File: config.mk
export PLATFORM = sky130hd
export DESIGN_NAME = midpoint_circle_generator
export DESIGN_NICKNAME = d
export VERILOG_FILES = /design/src/mcg_pkg.sv /design/src/midpoint_circle_generator.sv /design/src/mcg_front.sv /design/src/mcg_queue.sv /design/src/mcg_back.sv
export SDC_FILE = /design/constraint.sdc
export NUM_CORES = 1
export LEC_CHECK = 0
export BUFFER_PORTS_ARGS = -buffer_cell sky130_fd_sc_hd__buf_2
export CAP_MARGIN = 30
export CORE_ASPECT_RATIO = 0.9
export CORE_MARGIN = 1
export CORE_UTILIZATION = 45
export DETAILED_ROUTE_END_ITERATION = 8
export GPL_ROUTABILITY_DRIVEN = 1
export HOLD_SLACK_MARGIN = 0.15
export PLACE_DENSITY_LB_ADDON = 0.15
export RECOVER_POWER = 100
export SLEW_MARGIN = 20
export SYNTH_ARGS = -nofsm -noshare
export SYNTH_HDL_FRONTEND = slang
export SYNTH_HIERARCHICAL = 1
export SYNTH_SLANG_ARGS = --single-unit
File: constraint.sdc
create_clock -name aclk -period 16.7 [get_ports aclk]
set_input_delay 2.505 -clock aclk [delete_from_list [all_inputs] [get_ports aclk]]
set_output_delay 2.505 -clock aclk [all_outputs]
set_load 0.1 [all_outputs]
File: src/mcg_pkg.sv
// ============================================================================
// Midpoint circle generator package
// Fixed widths, command kinds and control encodings shared by the modules.
// ============================================================================
package mcg_pkg;

    // Width of an emitted point coordinate (two's complement).
    localparam int PT_BITS    = 14;
    // Width of the carried RGB color.
    localparam int COLOR_BITS = 24;
    // Width of the stored midpoint error term.
    localparam int ERR_BITS   = 16;

    // Command kinds carried on the input channel.
    typedef enum logic {
        CMD_START = 1'b0,
        CMD_STEP  = 1'b1
    } cmd_t;

    // Back end sequencer states.
    typedef enum logic [1:0] {
        ST_IDLE = 2'b01,
        ST_EMIT = 2'b10
    } back_state_t;

    // Position of a pixel among the eight mirrored points of one step.
    typedef enum logic [2:0] {
        PIX_0 = 3'd0,
        PIX_1 = 3'd1,
        PIX_2 = 3'd2,
        PIX_3 = 3'd3,
        PIX_4 = 3'd4,
        PIX_5 = 3'd5,
        PIX_6 = 3'd6,
        PIX_7 = 3'd7
    } pix_t;

endpackage

File: src/midpoint_circle_generator.sv
// ============================================================================
// Midpoint circle generator
// Path: a step passes the front holding register, the queue and the sequencer
// state before its first pixel leaves the output register. Throughput: one pixel
// per cycle unless m_ready stalls, set by the output register; a start emits none.
// Reset: synchronous active-low aresetn empties the queue, clears all valid
// flags and leaves no circle active.
// ============================================================================
module midpoint_circle_generator import mcg_pkg::*; #(
    parameter int COORD_BITS = 12
) (
    input  logic                      aclk,
    input  logic                      aresetn,
    input  logic                      s_valid,
    output logic                      s_ready,
    input  logic                      s_cmd,
    input  logic [COORD_BITS-1:0]     s_center_x,
    input  logic [COORD_BITS-1:0]     s_center_y,
    input  logic [COORD_BITS-2:0]     s_radius,
    input  logic [COLOR_BITS-1:0]     s_pixel_color,
    output logic                      m_valid,
    input  logic                      m_ready,
    output logic signed [PT_BITS-1:0] m_point_x,
    output logic signed [PT_BITS-1:0] m_point_y,
    output logic [COLOR_BITS-1:0]     m_point_color,
    output logic                      m_last_of_step,
    output logic                      m_circle_done
);

    localparam int ITEM_BITS = 3 * COORD_BITS + COLOR_BITS;

    logic                 fq_valid;
    logic                 fq_ready;
    logic [ITEM_BITS-1:0] fq_data;
    logic                 qb_valid;
    logic                 qb_ready;
    logic [ITEM_BITS-1:0] qb_data;

    // Command intake and decode.
    mcg_front #(
        .COORD_BITS (COORD_BITS),
        .ITEM_BITS  (ITEM_BITS)
    ) u_front (
        .aclk          (aclk),
        .aresetn       (aresetn),
        .s_valid       (s_valid),
        .s_ready       (s_ready),
        .s_cmd         (s_cmd),
        .s_center_x    (s_center_x),
        .s_center_y    (s_center_y),
        .s_radius      (s_radius),
        .s_pixel_color (s_pixel_color),
        .q_valid       (fq_valid),
        .q_ready       (fq_ready),
        .q_data        (fq_data)
    );

    // Command queue between front and back.
    mcg_queue #(
        .DATA_BITS (ITEM_BITS)
    ) u_queue (
        .aclk      (aclk),
        .aresetn   (aresetn),
        .in_valid  (fq_valid),
        .in_ready  (fq_ready),
        .in_data   (fq_data),
        .out_valid (qb_valid),
        .out_ready (qb_ready),
        .out_data  (qb_data)
    );

    // Circle state and pixel emission.
    mcg_back #(
        .COORD_BITS (COORD_BITS),
        .ITEM_BITS  (ITEM_BITS)
    ) u_back (
        .aclk           (aclk),
        .aresetn        (aresetn),
        .q_valid        (qb_valid),
        .q_ready        (qb_ready),
        .q_data         (qb_data),
        .m_valid        (m_valid),
        .m_ready        (m_ready),
        .m_point_x      (m_point_x),
        .m_point_y      (m_point_y),
        .m_point_color  (m_point_color),
        .m_last_of_step (m_last_of_step),
        .m_circle_done  (m_circle_done)
    );

endmodule

File: src/mcg_front.sv
// ============================================================================
// Midpoint circle generator front end
// Registers incoming commands, decodes the command kind and packs each item
// for the command queue.
// ============================================================================
module mcg_front import mcg_pkg::*; #(
    parameter int COORD_BITS = 12,
    parameter int ITEM_BITS  = 3 * COORD_BITS + COLOR_BITS
) (
    input  logic                  aclk,
    input  logic                  aresetn,
    input  logic                  s_valid,
    output logic                  s_ready,
    input  logic                  s_cmd,
    input  logic [COORD_BITS-1:0] s_center_x,
    input  logic [COORD_BITS-1:0] s_center_y,
    input  logic [COORD_BITS-2:0] s_radius,
    input  logic [COLOR_BITS-1:0] s_pixel_color,
    output logic                  q_valid,
    input  logic                  q_ready,
    output logic [ITEM_BITS-1:0]  q_data
);

    logic                 valid_reg;
    logic                 valid_next;
    logic [ITEM_BITS-1:0] item_reg;
    cmd_t                 kind;

    // Decode the command kind.
    assign kind = s_cmd ? CMD_STEP : CMD_START;

    // The holding register frees up whenever the queue takes its item.
    assign s_ready = !valid_reg || q_ready;

    always_comb begin
        valid_next = valid_reg;
        if (s_valid && s_ready) begin
            valid_next = 1'b1;
        end else if (q_ready) begin
            valid_next = 1'b0;
        end
    end

    always_ff @(posedge aclk) begin
        if (!aresetn) begin
            valid_reg <= 1'b0;
        end else begin
            valid_reg <= valid_next;
        end
    end

    // Pack kind, center, radius and color into one queue item.
    always_ff @(posedge aclk) begin
        if (s_valid && s_ready) begin
            item_reg <= {kind, s_center_x, s_center_y, s_radius, s_pixel_color};
        end
    end

    assign q_valid = valid_reg;
    assign q_data  = item_reg;

endmodule

File: src/mcg_queue.sv
// ============================================================================
// Midpoint circle generator command queue
// Two-entry queue that decouples the front end from the back end.
// ============================================================================
module mcg_queue import mcg_pkg::*; #(
    parameter int DATA_BITS = 60
) (
    input  logic                 aclk,
    input  logic                 aresetn,
    input  logic                 in_valid,
    output logic                 in_ready,
    input  logic [DATA_BITS-1:0] in_data,
    output logic                 out_valid,
    input  logic                 out_ready,
    output logic [DATA_BITS-1:0] out_data
);

    logic [1:0]           count_reg;
    logic [1:0]           count_next;
    logic [DATA_BITS-1:0] head_reg;
    logic [DATA_BITS-1:0] tail_reg;
    logic                 push;
    logic                 pop;

    assign in_ready  = (count_reg != 2'd2);
    assign out_valid = (count_reg != 2'd0);
    assign out_data  = head_reg;
    assign push      = in_valid && in_ready;
    assign pop       = out_valid && out_ready;

    // Occupancy count.
    always_comb begin
        count_next = count_reg;
        if (push && !pop) begin
            count_next = count_reg + 2'd1;
        end else if (pop && !push) begin
            count_next = count_reg - 2'd1;
        end
    end

    always_ff @(posedge aclk) begin
        if (!aresetn) begin
            count_reg <= 2'd0;
        end else begin
            count_reg <= count_next;
        end
    end

    // Head always holds the oldest entry; the tail slot moves up on a pop.
    always_ff @(posedge aclk) begin
        case (count_reg)
            2'd0: begin
                if (push) begin
                    head_reg <= in_data;
                end
            end
            2'd1: begin
                if (push && pop) begin
                    head_reg <= in_data;
                end else if (push) begin
                    tail_reg <= in_data;
                end
            end
            default: begin
                if (pop) begin
                    head_reg <= tail_reg;
                end
            end
        endcase
    end

endmodule

File: src/mcg_back.sv
// ============================================================================
// Midpoint circle generator back end
// Holds the active circle, emits the eight mirrored pixels of each step
// through an output register and advances the midpoint error term.
// ============================================================================
module mcg_back import mcg_pkg::*; #(
    parameter int COORD_BITS = 12,
    parameter int ITEM_BITS  = 3 * COORD_BITS + COLOR_BITS
) (
    input  logic                      aclk,
    input  logic                      aresetn,
    input  logic                      q_valid,
    output logic                      q_ready,
    input  logic [ITEM_BITS-1:0]      q_data,
    output logic                      m_valid,
    input  logic                      m_ready,
    output logic signed [PT_BITS-1:0] m_point_x,
    output logic signed [PT_BITS-1:0] m_point_y,
    output logic [COLOR_BITS-1:0]     m_point_color,
    output logic                      m_last_of_step,
    output logic                      m_circle_done
);

    localparam int CW = COORD_BITS;
    // Error arithmetic width: holds the stored error plus 2*y + 1 and 2*x.
    localparam int EW = (COORD_BITS > 14) ? COORD_BITS + 4 : 18;

    // Unpacked queue item.
    cmd_t                  q_kind;
    logic [CW-1:0]         q_cx;
    logic [CW-1:0]         q_cy;
    logic [CW-2:0]         q_radius;
    logic [COLOR_BITS-1:0] q_color;

    // Circle state.
    logic [CW-1:0]               ctr_x_reg;
    logic [CW-1:0]               ctr_y_reg;
    logic signed [CW:0]          oct_x_reg;
    logic [CW-1:0]               oct_y_reg;
    logic signed [ERR_BITS-1:0]  mid_err_reg;
    logic [COLOR_BITS-1:0]       held_color_reg;
    logic                        busy_reg;

    // Sequencer.
    back_state_t state_reg;
    back_state_t state_next;
    pix_t        idx_reg;
    pix_t        idx_next;

    // Output register.
    logic                      m_valid_reg;
    logic signed [PT_BITS-1:0] point_x_reg;
    logic signed [PT_BITS-1:0] point_y_reg;
    logic [COLOR_BITS-1:0]     point_color_reg;
    logic                      last_reg;
    logic                      done_reg;

    // Handshake and advance signals.
    logic                 out_load;
    logic                 emit_last;
    logic                 pop;
    logic                 busy_eff;
    logic [CW-1:0]        y_new;
    logic signed [EW-1:0] err_ext;
    logic signed [EW-1:0] inc_y;
    logic signed [EW-1:0] x_ext;
    logic signed [EW-1:0] err_a;
    logic signed [EW-1:0] err_b;
    logic                 step_x;
    logic signed [CW:0]   x_new;
    logic signed [EW-1:0] err_new;
    logic                 done_c;

    // Point arithmetic, all modulo 2^PT_BITS.
    logic [PT_BITS-1:0] cx_p;
    logic [PT_BITS-1:0] cy_p;
    logic [PT_BITS-1:0] x_p;
    logic [PT_BITS-1:0] y_p;
    logic [PT_BITS-1:0] px;
    logic [PT_BITS-1:0] py;

    assign q_kind   = cmd_t'(q_data[ITEM_BITS-1]);
    assign q_cx     = q_data[COLOR_BITS + 2*CW - 1 +: CW];
    assign q_cy     = q_data[COLOR_BITS + CW - 1 +: CW];
    assign q_radius = q_data[COLOR_BITS +: CW-1];
    assign q_color  = q_data[COLOR_BITS-1:0];

    // The output register takes a pixel when it is empty or being drained.
    assign out_load  = !m_valid_reg || m_ready;
    assign emit_last = (state_reg == ST_EMIT) && out_load && (idx_reg == PIX_7);
    assign q_ready   = (state_reg == ST_IDLE) || emit_last;
    assign pop       = q_valid && q_ready;

    // Midpoint advance: y up by one, then x down when err + 2*y + 1 - x >= 0.
    assign y_new   = oct_y_reg + CW'(1);
    assign err_ext = EW'(mid_err_reg);
    assign inc_y   = EW'($signed({2'b00, y_new, 1'b1}));
    assign x_ext   = EW'(oct_x_reg);
    assign err_a   = err_ext + inc_y;
    assign step_x  = (err_a >= x_ext);
    assign err_b   = err_a - x_ext - x_ext + EW'(3);
    assign x_new   = step_x ? (oct_x_reg - (CW+1)'(1)) : oct_x_reg;
    assign err_new = step_x ? err_b : err_a;
    assign done_c  = (x_new < $signed({1'b0, y_new}));

    // A step popped in the same cycle as the final pixel sees the new busy.
    assign busy_eff = emit_last ? !done_c : busy_reg;

    // Sequencer next state.
    always_comb begin
        state_next = state_reg;
        idx_next   = idx_reg;
        if ((state_reg == ST_EMIT) && out_load) begin
            idx_next = pix_t'(idx_reg + 3'd1);
        end
        if (pop) begin
            idx_next = PIX_0;
            if ((q_kind == CMD_STEP) && busy_eff) begin
                state_next = ST_EMIT;
            end else begin
                state_next = ST_IDLE;
            end
        end else if (emit_last) begin
            state_next = ST_IDLE;
        end
    end

    always_ff @(posedge aclk) begin
        if (!aresetn) begin
            state_reg <= ST_IDLE;
            idx_reg   <= PIX_0;
        end else begin
            state_reg <= state_next;
            idx_reg   <= idx_next;
        end
    end

    // Circle state: a start overrides the advance of a finishing step.
    always_ff @(posedge aclk) begin
        if (!aresetn) begin
            busy_reg <= 1'b0;
        end else if (pop && (q_kind == CMD_START)) begin
            busy_reg <= 1'b1;
        end else if (emit_last) begin
            busy_reg <= !done_c;
        end
    end

    always_ff @(posedge aclk) begin
        if (pop && (q_kind == CMD_START)) begin
            ctr_x_reg      <= q_cx;
            ctr_y_reg      <= q_cy;
            oct_x_reg      <= $signed({2'b00, q_radius});
            oct_y_reg      <= '0;
            mid_err_reg    <= '0;
            held_color_reg <= q_color;
        end else if (emit_last) begin
            oct_x_reg   <= x_new;
            oct_y_reg   <= y_new;
            mid_err_reg <= ERR_BITS'(err_new);
        end
    end

    // Mirrored pixel selection.
    assign cx_p = PT_BITS'(ctr_x_reg);
    assign cy_p = PT_BITS'(ctr_y_reg);
    assign x_p  = PT_BITS'(oct_x_reg);
    assign y_p  = PT_BITS'(oct_y_reg);

    always_comb begin
        case (idx_reg)
            PIX_0: begin
                px = cx_p + x_p;
                py = cy_p + y_p;
            end
            PIX_1: begin
                px = cx_p + y_p;
                py = cy_p + x_p;
            end
            PIX_2: begin
                px = cx_p - y_p;
                py = cy_p + x_p;
            end
            PIX_3: begin
                px = cx_p - x_p;
                py = cy_p + y_p;
            end
            PIX_4: begin
                px = cx_p - x_p;
                py = cy_p - y_p;
            end
            PIX_5: begin
                px = cx_p - y_p;
                py = cy_p - x_p;
            end
            PIX_6: begin
                px = cx_p + y_p;
                py = cy_p - x_p;
            end
            default: begin
                px = cx_p + x_p;
                py = cy_p - y_p;
            end
        endcase
    end

    // Output register valid.
    always_ff @(posedge aclk) begin
        if (!aresetn) begin
            m_valid_reg <= 1'b0;
        end else if ((state_reg == ST_EMIT) && out_load) begin
            m_valid_reg <= 1'b1;
        end else if (m_ready) begin
            m_valid_reg <= 1'b0;
        end
    end

    // Output register payload.
    always_ff @(posedge aclk) begin
        if ((state_reg == ST_EMIT) && out_load) begin
            point_x_reg     <= $signed(px);
            point_y_reg     <= $signed(py);
            point_color_reg <= held_color_reg;
            last_reg        <= (idx_reg == PIX_7);
            done_reg        <= (idx_reg == PIX_7) && done_c;
        end
    end

    assign m_valid        = m_valid_reg;
    assign m_point_x      = point_x_reg;
    assign m_point_y      = point_y_reg;
    assign m_point_color  = point_color_reg;
    assign m_last_of_step = last_reg;
    assign m_circle_done  = done_reg;

endmodule

==> metrics.md, run 1 <==
| Metric | Value |
|---|---|
| Outcome | `complete, but fails checks` |
| Failing checks | `capacitance limit, slew limit` |
| CTS clk-pin slew, worst paths | `0.06 ns` |
| Post-CTS Setup Bufs | `0` |
| CP startpoint | `m_ready` |
| TritonCTS Buffers | `37` |
| Wirelength per Cell | `about 18 um` |
| R2r startpoint | `u_back/oct_y_reg[0]` |
| Syn. warnings | `6` |
| Int Power | `2.06 mW` |
| Period utilisation layout | `58.4%` |
| Layout Nets | `1,856` |
| WS Path Type | `input port to flip-flop` |
| Rel. slew slack | `-173%` |
| CP delay by family, top | `buffers and inverters` |
| CTS sink cnt | `around 330` |
| Synth Net Count | `1,721` |
| Hold Crit Class | `flip-flop to flip-flop` |
| Sw Ratio | `32.4%` |
| Most frequent cells in the layout | `293 x edfxtp_1, 155 x ha_1, 131 x nor2_1` |
| Sequential element share of the synthesized area | `53.1%` |
| CP Cell Sequence | `buf_2, nand2b_1, nor2b_1, clkbuf_1, nand2_1, o21ai_0, nand2_1, nor2_1, clkbuf_1, o21ai_0` |
| Compound-Gate Fraction of Synth Area | `10.9%` |
| RSZ-0062 raised after global routing | `false` |
| Fillers | `3,625` |
| Finished Core Util | `approximately 51%` |
| Post-synthesis adder-cell area fraction | `11.7%` |
| Initial Util | `45.7%` |
| Kind of end point of the critical path | `flip-flop` |
| Fraction of layout cells with a size suffix above 1 | `12.0%` |
| Die H | `192 um` |
| Layout area overhead | `12.0%` |
| Worst hold stages | `0` |
| Synth top area cells | `edfxtp_1 49%, ha_1 11%, xnor2_1 4.6%` |
| Clk buf depth | `3` |
| Largest net degree at the start of global routing | `61` |
| Routed Antenna Nets | `0` |
| DRT Pass-1 Iters | `5` |
| CTS root buffer | `clkbuf_16` |
| DR iter-0 viols | `679` |
| Final wirelength | `a little over 40,000 um` |
| Post-Place Cells | `2,121` |
| Area of the die | `0.0410 mm2` |
| Worst path bufs/invs | `3` |
| Synth Flop Type | `edfxtp_1` |
| Most common cell after layout, fill and taps aside | `edfxtp_1` |
| Slowest CP cell | `clkbuf_1` |
| Mapped Area | `0.0181 mm2` |
| Worst slew pin tran | `4.10 ns` |
| Final Skew | `~0.023 ns` |
| Core Rows | `69` |
| XOR/XNOR Fraction of Synth Area | `5.71%` |
| Seq cells post-synth | `about 330` |
| Combinational share of power | `32.0%` |
| # hold bufs at CTS | `0` |
| Post-synthesis cell type count | `74` |
| Detailed Place HPWL | `30,000 um` |
| Clk_lat worst skew | `0.54 ns` |
| Setup TNS | `0 ns` |
| Worst reg-to-reg path cell count | `28` |
| H-tree depth | `2` |
| GRT Residual Overflow | `0` |
| Number of vias per cell | `5.32` |
| Total power | `3.05 mW` |
| Vias in the first global route | `11.4k` |
| Data arrival, critical path | `between 9 and 10 ns` |
| # port buffers | `119` |
| Min Clock Period, post-route | `9.75 ns` |
| Switch Pwr | `0.987 mW` |
| Max Freq | `103 MHz` |
| Antenna violations before repair | `2` |
| Cts repair resizes | `0` |
| Residual DRC | `0` |
| Max Cap Viol | `7` |
| Post-Synth Simple-Gate Area | `9.80%` |
| Non-filler cells, final | `2,190` |
| Max Slew Vio Count | `361` |
| CTS tree | `built` |
| Endpoints failing hold | `0` |
| Core box area | `0.0395 mm2` |
| Vias | `approximately 12k` |
| Leakage | `7.53 nW` |
| Worst Path Max Fanout | `60` |
| Data required, critical path | `16.85 ns` |
| Post-synthesis cell count | `1,493` |
| Syn avg cell area | `approximately 12 um2` |
| Number of setup violations in the final report | `0` |
| Multiplexer share of the synthesized area | `approximately 5.7%` |
| Part of the power in the clock network | `26.5%` |
| Worst path max stage delay | `2.67 ns` |
| Crit path depth | `10` |
| Die W | `213 um` |
| Gr usage total | `around a fifth` |
| Critical path launch point type | `input port` |
| Asr flop ratio synth | `0%` |
| Routability congestion estimate | `0.913` |
| Synth top area share | `48.6%` |
| Worst IR drop on VDD | `0.000104 V` |
| Fin Hold WS | `0.413 ns` |
| Main combinational cell family by area after synthesis | `adder cells` |
| Power Dens Cells | `150 mW/mm2` |
| Top Ports | `120` |
| Number of synthesized flops with an enable pin | `between 200 and 300` |
| Min-delay src | `u_queue/out_data[2]` |
| First-pass GRT wire length | `63,200 um` |
| Leading area contributor after synthesis | `edfxtp_1` |
| Reg power frac | `41.5%` |
==> power by group through the flow <==
stage	sequential, mW	combinational (mW)	clock [mW]
after floorplan	1.23	0.786	0
after CTS	1.25	1.01	0.830
final	1.26	0.975	0.807
after global placement	1.26	0.987	0
after global routing	1.28	1.09	0.859
after detailed placement	1.27	1.01	0
==> cell usage after synthesis (16+ instances only) <==
cell type,instances
a21oi_1,79
mux2_2,54
a211oi_1,16
nor3_1,38
o21ai_0,46
xor2_1,22
clkbuf_1,19
nand2_1,77
nand3_1,17
edfxtp_1,293
nor2_1,130
mux2_4,20
nand2b_1,16
inv_1,92
nor2b_1,28
dfxtp_1,40
xnor2_1,96
a21o_1,29
ha_1,155
==> worst reg2reg max path: cells and delay by family, from the launching register on <==
family	cells	cell delay, ns
compound gates	10	3.38
simple gates	9	2.20
buf+inv	3	1.18
fa+ha+maj	3	0.95
flops	1	0.60
xor+xnor	2	0.50
mux	1	0.33
==> through the flow <==
stage                     area (um2)  setup WS, ns
after detailed placement       19300          9.03
after CTS                      20500          9.02
final                          20300          6.95
after global placement         19300          9.36
after global routing           20300          5.98
after floorplan                18100          8.96
==> path summary, 6_finish.rpt <==
path | end | slack (ns)
max | u_back/oct_x_reg[0] | 6.95
min reg2reg | u_back/held_color_reg[2] | 0.41
min | u_back/held_color_reg[2] | 0.41
max reg2reg | u_back/state_reg[1] | 7.42
==> kinds of logic (layout without fill, tap and decap cells) <==
logic type	Yosys count	count (layout)
AO/OA/AOI/OAI	295	295
XOR/XNOR	118	118
adder cells (fa/ha/maj)	164	164
buffers and inverters	130	294
flip-flops	333	333
multiplexers	86	86
other	0	1
AND/OR/NAND/NOR	367	367
==> metal layers <==
| layer | share of wire [%] | vias up | wire length (um) | GRT usage [%] |
|---|---|---|---|---|
| li1 | - | 5768 | - | - |
| met1 | 48 | 5555 | 19600 | 28.4 |
| met2 | 45 | 250 | 18000 | 31.4 |
| met3 | 4.6 | 67 | 1850 | 3.50 |
| met4 | 2.4 | 2 | 969 | 5.99 |
| met5 | 0.032 | - | 13 | 0 |
==> area by class of cell <==
type | count | area (um2) | area share, %
Antenna cell | 1 | 2.50 | 0.0124
Inverter | 92 | 345 | 1.70
Multi-Input combinational cell | 1030 | 7840 | 38.7
Sequential cell | 333 | 9600 | 47.4
Clock inverter | 17 | 211 | 1.04
Tap cell | 532 | 666 | 3.29
Clock buffer | 51 | 1000 | 4.93
Timing Repair Buffer | 134 | 601 | 2.96
No activity file was read; power rests on OpenSTA's default activity.
==> run 2: changes to the inputs <==
==> constraint.sdc (replaced) <==
create_clock -name aclk -period 9.3 [get_ports aclk]
set_input_delay 1.395 -clock aclk [delete_from_list [all_inputs] [get_ports aclk]]
set_output_delay 1.395 -clock aclk [all_outputs]
set_load 0.1 [all_outputs]
==> run 2 against run 1 <==
Against the previous run: the flow still finishes with violations (capacitance limit, slew limit); global-route usage barely moved; sequential cell count did not move; utilization rose by 0.28 points; clock skew fell by 0.012 ns; worst setup slack got worse by 5.6 ns; combinational power rose by 79%; count of clock-buffer cells in the layout fell by 5; critical endpoint is now u_back/state_reg[1]; largest power group unchanged.
==> metrics.md, run 2 (synthesis gave the netlist of run 1 again) <==
| Metric | Value |
|---|---|
| WS Path Type | `flip-flop to flip-flop` |
| # port buffers | `approximately 120` |
| Failing checks | `capacitance limit, slew limit` |
| Final Skew | `approximately 0.011 ns` |
| GRT Residual Overflow | `0` |
| Endpoints failing hold | `0` |
| Switch Pwr | `1.79 mW` |
| Die W | `213 um` |
| Worst reg-to-reg path cell count | `26` |
| Routed Antenna Nets | `0` |
| Reg2reg setup slack | `1.34 ns` |
| WHS Endpoint | `u_back/m_point_color[3]` |
| DRT Pass-1 Iters | `5` |
| Max Cap Viol | `6` |
| Ant. Diodes | `0` |
| Kind of end point of the critical path | `flip-flop` |
| # hold bufs at CTS | `0` |
| Clk_lat worst skew | `0.54 ns` |
| H-tree depth | `2` |
| Initial Util | `between 40 and 50%` |
| Gr usage total | `20.1%` |
| Outcome | `complete, but fails checks` |
| Setup TNS | `0 ns` |
| First-pass GRT wire length | `63,000 um` |
| Data required, critical path | `9.74 ns` |
| Residual DRC | `0` |
| Min Clock Period, post-route | `7.96 ns` |
| RSZ-0062 raised after global routing | `false` |
| Layout Nets | `about 1.9k` |
| Reg power frac | `about two fifths` |
| Part of the power in the clock network | `about 28%` |
| CTS sink cnt | `333` |
| Fraction of layout cells with a size suffix above 1 | `between 10% and 20%` |
| Vias | `11.7k` |
| Most frequent cells in the layout | `293 x edfxtp_1, 155 x ha_1, 130 x nor2_1` |
| Max Slew Vio Count | `348` |
| Die H | `192 um` |
| Number of setup violations in the final report | `0` |
| Worst slew pin tran | `roughly 4.2 ns` |
| Leakage | `about 7.6 nW` |
| Worst hold stages | `0` |
| Final wirelength | `40,300 um` |
| R2r startpoint | `u_back/oct_y_reg[0]` |
| Rel. slew slack | `-178%` |
| Largest net degree at the start of global routing | `93` |
| Setup ws final | `1.34 ns` |
| Hold Crit Class | `flip-flop to flip-flop` |
| Post-CTS Setup Bufs | `0` |
| Power Dens Cells | `272 mW/mm2` |
| CTS tree | `built` |
| Min-delay src | `u_back/held_color_reg[3]` |
| Layout area overhead | `12.6%` |
| Place WS | `around 2 ns` |
| Data arrival, critical path | `8.40 ns` |
| Detailed Place HPWL | `around 30,000 um` |
| Top Ports | `120` |
| Worst IR drop on VDD | `0.000244 V` |
| CTS clk-pin slew, worst paths | `around 0.06 ns` |
| Max Freq | `126 MHz` |
| RR Endpoint | `u_back/state_reg[1]` |
| Critical path launch point type | `flip-flop` |
| Routability congestion estimate | `0.901` |
| Most common cell after layout, fill and taps aside | `edfxtp_1` |
| Period utilisation layout | `85.6%` |
| Area of the die | `0.0410 mm2` |
| Core box area | `0.0395 mm2` |
| Number of vias per cell | `~5.4` |
| Wirelength per Cell | `18.4 um` |
| Combinational share of power | `31.6%` |
| Antenna violations before repair | `2` |
| Sw Ratio | `32.3%` |
| Core Rows | `69` |
| TritonCTS Buffers | `38` |
| Cts repair resizes | `0` |
| DR iter-0 viols | `793` |
| Int Power | `3.75 mW` |
| Vias in the first global route | `between 10k and 15k` |
| CTS root buffer | `clkbuf_16` |
| Clk buf depth | `3` |
| Worst Path Max Fanout | `28` |
## run 2: worst max-delay path: stages (launching register included)
cell	delay [ns]
dfxtp_1	0.62
nand3_1	0.23
or3_1	0.47
nor4_1	0.70
xnor2_1	0.23
inv_1	0.07
ha_1	0.33
nand2_1	0.09
nor2_1	0.04
a311o_1	0.39
xor2_1	0.29
ha_1	0.29
and2_0	0.16
a221oi_1	0.38
o211ai_1	0.17
a31oi_2	1.26
nor2b_1	0.15
xnor2_1	0.27
ha_1	0.29
a21o_1	0.18
a21oi_1	0.22
o21ai_0	0.14
nand3_1	0.11
a21oi_1	0.07
mux2i_1	0.33
nand2_1	0.14
a32o_1	0.22
## run 2: power by group through the flow
stage	registers [mW]	logic, mW	clock network [mW]
floorplan	2.21	1.41	0
global placement	2.26	1.77	0
detailed placement	2.27	1.79	0
CTS	2.24	1.80	1.58
global route	2.29	1.94	1.64
finish	2.26	1.75	1.53
## run 2: metrics by stage
step,std cells,hold WS (ns),util (%),area (um2),power [mW]
6_report,2190,0.412,51.5,20400,5.54
4_1_cts,2190,0.415,52.1,20600,5.62
5_1_grt,2190,0.422,51.5,20400,5.87
3_3_place_gp,2118,0.401,48.8,19300,4.04
2_1_floorplan,1493,0.400,-,18100,3.62
3_5_place_dp,2120,0.405,48.8,19300,4.06
## run 2: final cells by class
cell class	count	area [um2]
fillers	3570	19200
flip-flops and latches	333	9600
multi-input cells	1030	7850
clock buffers	46	1010
well taps	532	666
repair buffers	133	603
inverters	92	345
clock inverters	24	294
## run 2: metal layers
metal  global-route usage (%)  wire (um)  up-vias
li1                         -          -     5769
met1                     28.2      19500     5670
met2                     32.0      18300      240
met3                     3.47       1690       58
met4                     5.08        758        4
met5                        0         23        -
## run 2: worst max-delay path by stage
stage / start / end / slack [ns] / cells past startpoint
after floorplan: m_ready / u_queue/out_data[0] / 2.67 / 10
after global placement: u_back/oct_y_reg[0] / u_back/state_reg[1] / 2.22 / 27
after detailed placement: u_back/oct_y_reg[0] / u_back/state_reg[1] / 1.95 / 27
after CTS: u_back/oct_y_reg[0] / u_back/state_reg[1] / 1.92 / 27
after global routing: u_back/oct_y_reg[0] / u_back/state_reg[1] / 0.67 / 27
final: u_back/oct_y_reg[0] / u_back/state_reg[1] / 1.34 / 26
==> run 3: changes to the inputs <==
==> constraint.sdc (replaced) <==
create_clock -name aclk -period 9.3 [get_ports aclk]
set_input_delay 0.465 -clock aclk [delete_from_list [all_inputs] [get_ports aclk]]
set_output_delay 0.465 -clock aclk [all_outputs]
set_load 0.1 [all_outputs]
==> run 3 against run 2 <==
Against the previous run: the run still ends with capacitance limit, slew limit left; register-to-register slack better by 0.17 ns; combinational power about the same; fmax up 2.2%; count of clock-buffer cells in the layout up 3; final cell count up 2.8%; non-clock buffer count up 61; hold slack worse by 0.22 ns; critical path type unchanged; highest routed layer is now met4.
==> metrics.md, run 3 (synthesis gave the netlist of run 1 again) <==
| Metric | Value |
|---|---|
| Clk buf depth | `3` |
| Gr usage total | `around a fifth` |
| Post-CTS Setup Bufs | `0` |
| Residual DRC | `0` |
| Vias in the first global route | `11.9k` |
| Die W | `213 um` |
| Finished Core Util | `52.8%` |
| Largest net degree at the start of global routing | `61` |
| Rel. slew slack | `-173%` |
| Worst IR drop on VDD | `approximately 0.00019 V` |
| Most frequent cells in the layout | `293 x edfxtp_1, 155 x ha_1, 131 x nor2_1` |
| DRT Pass-1 Iters | `5` |
| Initial Util | `45.7%` |
| WS Path Type | `flip-flop to flip-flop` |
| CTS root buffer | `clkbuf_16` |
| Die H | `192 um` |
| Core Rows | `69` |
| Worst path max stage delay | `2.70 ns` |
| Max Slew Vio Count | `approximately 230` |
| Routability congestion estimate | `0.917` |
| Setup TNS | `0 ns` |
| CTS sink cnt | `333` |
| Number of vias per cell | `about 5.3` |
| Power Dens Cells | `261 mW/mm2` |
| Max Cap Viol | `4` |
| Period utilisation layout | `83.8%` |
| Data arrival, critical path | `8.02 ns` |
| Antenna violations before repair | `0` |
| GRT Residual Overflow | `0` |
| Hold Crit Class | `input port to flip-flop` |
| Failing checks | `capacitance limit, slew limit` |
| CTS tree | `built` |
| Vias | `about 12k` |
| Data required, critical path | `9.53 ns` |
| Worst path bufs/invs | `3` |
| Endpoints failing hold | `0` |
| Fillers | `3,496` |
| Worst slew pin tran | `4.10 ns` |
| Wirelength per Cell | `between 15 and 20 um` |
| Kind of end point of the critical path | `flip-flop` |
| Routed Antenna Nets | `0` |
| RSZ-0062 raised after global routing | `false` |
| Area of the die | `0.0410 mm2` |
| Top Ports | `120` |
| DR iter-0 viols | `748` |
| Slowest CP cell | `clkbuf_1` |
| Final wirelength | `a little over 40,000 um` |
| CTS clk-pin slew, worst paths | `0.06 ns` |
| TritonCTS Buffers | `38` |
| Fraction of layout cells with a size suffix above 1 | `between 10% and 20%` |
| Leakage | `between 7 and 8 nW` |
| Core box area | `0.0395 mm2` |
| Cts repair resizes | `0` |
| H-tree depth | `2` |
| Outcome | `complete, but fails checks` |
| Detailed Place HPWL | `a little under 30,000 um` |
| Ant. Diodes | `0` |
| Most common cell after layout, fill and taps aside | `edfxtp_1` |
| Worst Path Max Fanout | `60` |
| CP Cell Sequence | `nand2b_1, nor2b_4, clkbuf_1, nand2_1, o21ai_0, nand2_1, nor2_1, clkbuf_1, clkbuf_2, o21ai_0` |
| Clk_lat worst skew | `0.54 ns` |
| Layout Nets | `1,917` |
| Critical path launch point type | `flip-flop` |
| Min Clock Period, post-route | `7.79 ns` |
| Non-filler cells, final | `2,251` |
| Final Skew | `0.0152 ns` |
| Layout area overhead | `15.5%` |
| CP delay by family, top | `buffers and inverters` |
| Number of setup violations in the final report | `0` |
| Max Freq | `128 MHz` |
| First-pass GRT wire length | `64,500 um` |
| # port buffers | `119` |
| Post-Place Cells | `2,121` |
[run 3: cell types whose count changed in the layout (fill, tap and decap cells not counted), moves of 3 or more]
cell	before	now
clkinv_1	9	5
dlygate4sd3_1	0	60
clkbuf_1	67	75
clkinv_4	0	3
clkinv_2	2	6
bufinv_16	5	2
[run 3: worst min-delay path: cells and delay by family]
| family | cells | cell delay (ns) |
|---|---|---|
| AOI/OAI and AO/OA | 1 | 0.06 |
| buffers and inverters | 2 | 0.14 |
[run 3: what timing repair did]
action / CTS / global route
endpoints found under the hold margin: 60 / 0
hold buffers: 60 / 0
setup endpoints to repair: 0 / 0
[run 3: final timing paths]
path	startpoint	to	slack, ns	cells after the start
setup reg to reg	u_back/state_reg[0]	u_back/oct_x_reg[0]	1.51	10
setup / recovery	u_back/state_reg[0]	u_back/oct_x_reg[0]	1.51	10
hold reg to reg	u_back/held_color_reg[9]	u_back/m_point_color[9]	0.41	0
hold / removal	s_valid	u_front/q_valid	0.19	3
[run 3: layout make-up]
| class | count | area (um2) | area share [%] |
|---|---|---|---|
| clock buffer | 49 | 1000 | 4.80 |
| clock inverter | 21 | 214 | 1.02 |
| multi-input combinational | 1030 | 7860 | 37.6 |
| sequential | 333 | 9600 | 46.0 |
| tap | 532 | 666 | 3.19 |
| timing repair buffer | 194 | 1200 | 5.76 |
| inverter | 92 | 345 | 1.65 |
[run 3: metal layers]
layer  vias up  wire (um)  track usage (%)
met5         -          0                0
li1       5897          -                -
met4         0        586             4.81
met1      5713      19400             28.8
met2       273      19100             33.3
met3        50       1650             2.62
[run 3: report_power, final]
part           switching (mW)  internal (mW)
clock                   0.598          0.834
sequential              0.157           2.09
combinational            1.03          0.736
[run 3: stage by stage]
stage / instance area (um2) / power, mW / hold slack (ns) / worst slack, ns
after global routing: 20900 / 5.79 / 0.202 / 0.677
after CTS: 21100 / 5.55 / 0.157 / 1.93
after detailed placement: 19300 / 4.08 / 0.405 / 1.95
after global placement: 19300 / 4.03 / 0.401 / 2.23
final: 20900 / 5.45 / 0.189 / 1.51
after floorplan: 18100 / 3.62 / 0.400 / 3.32
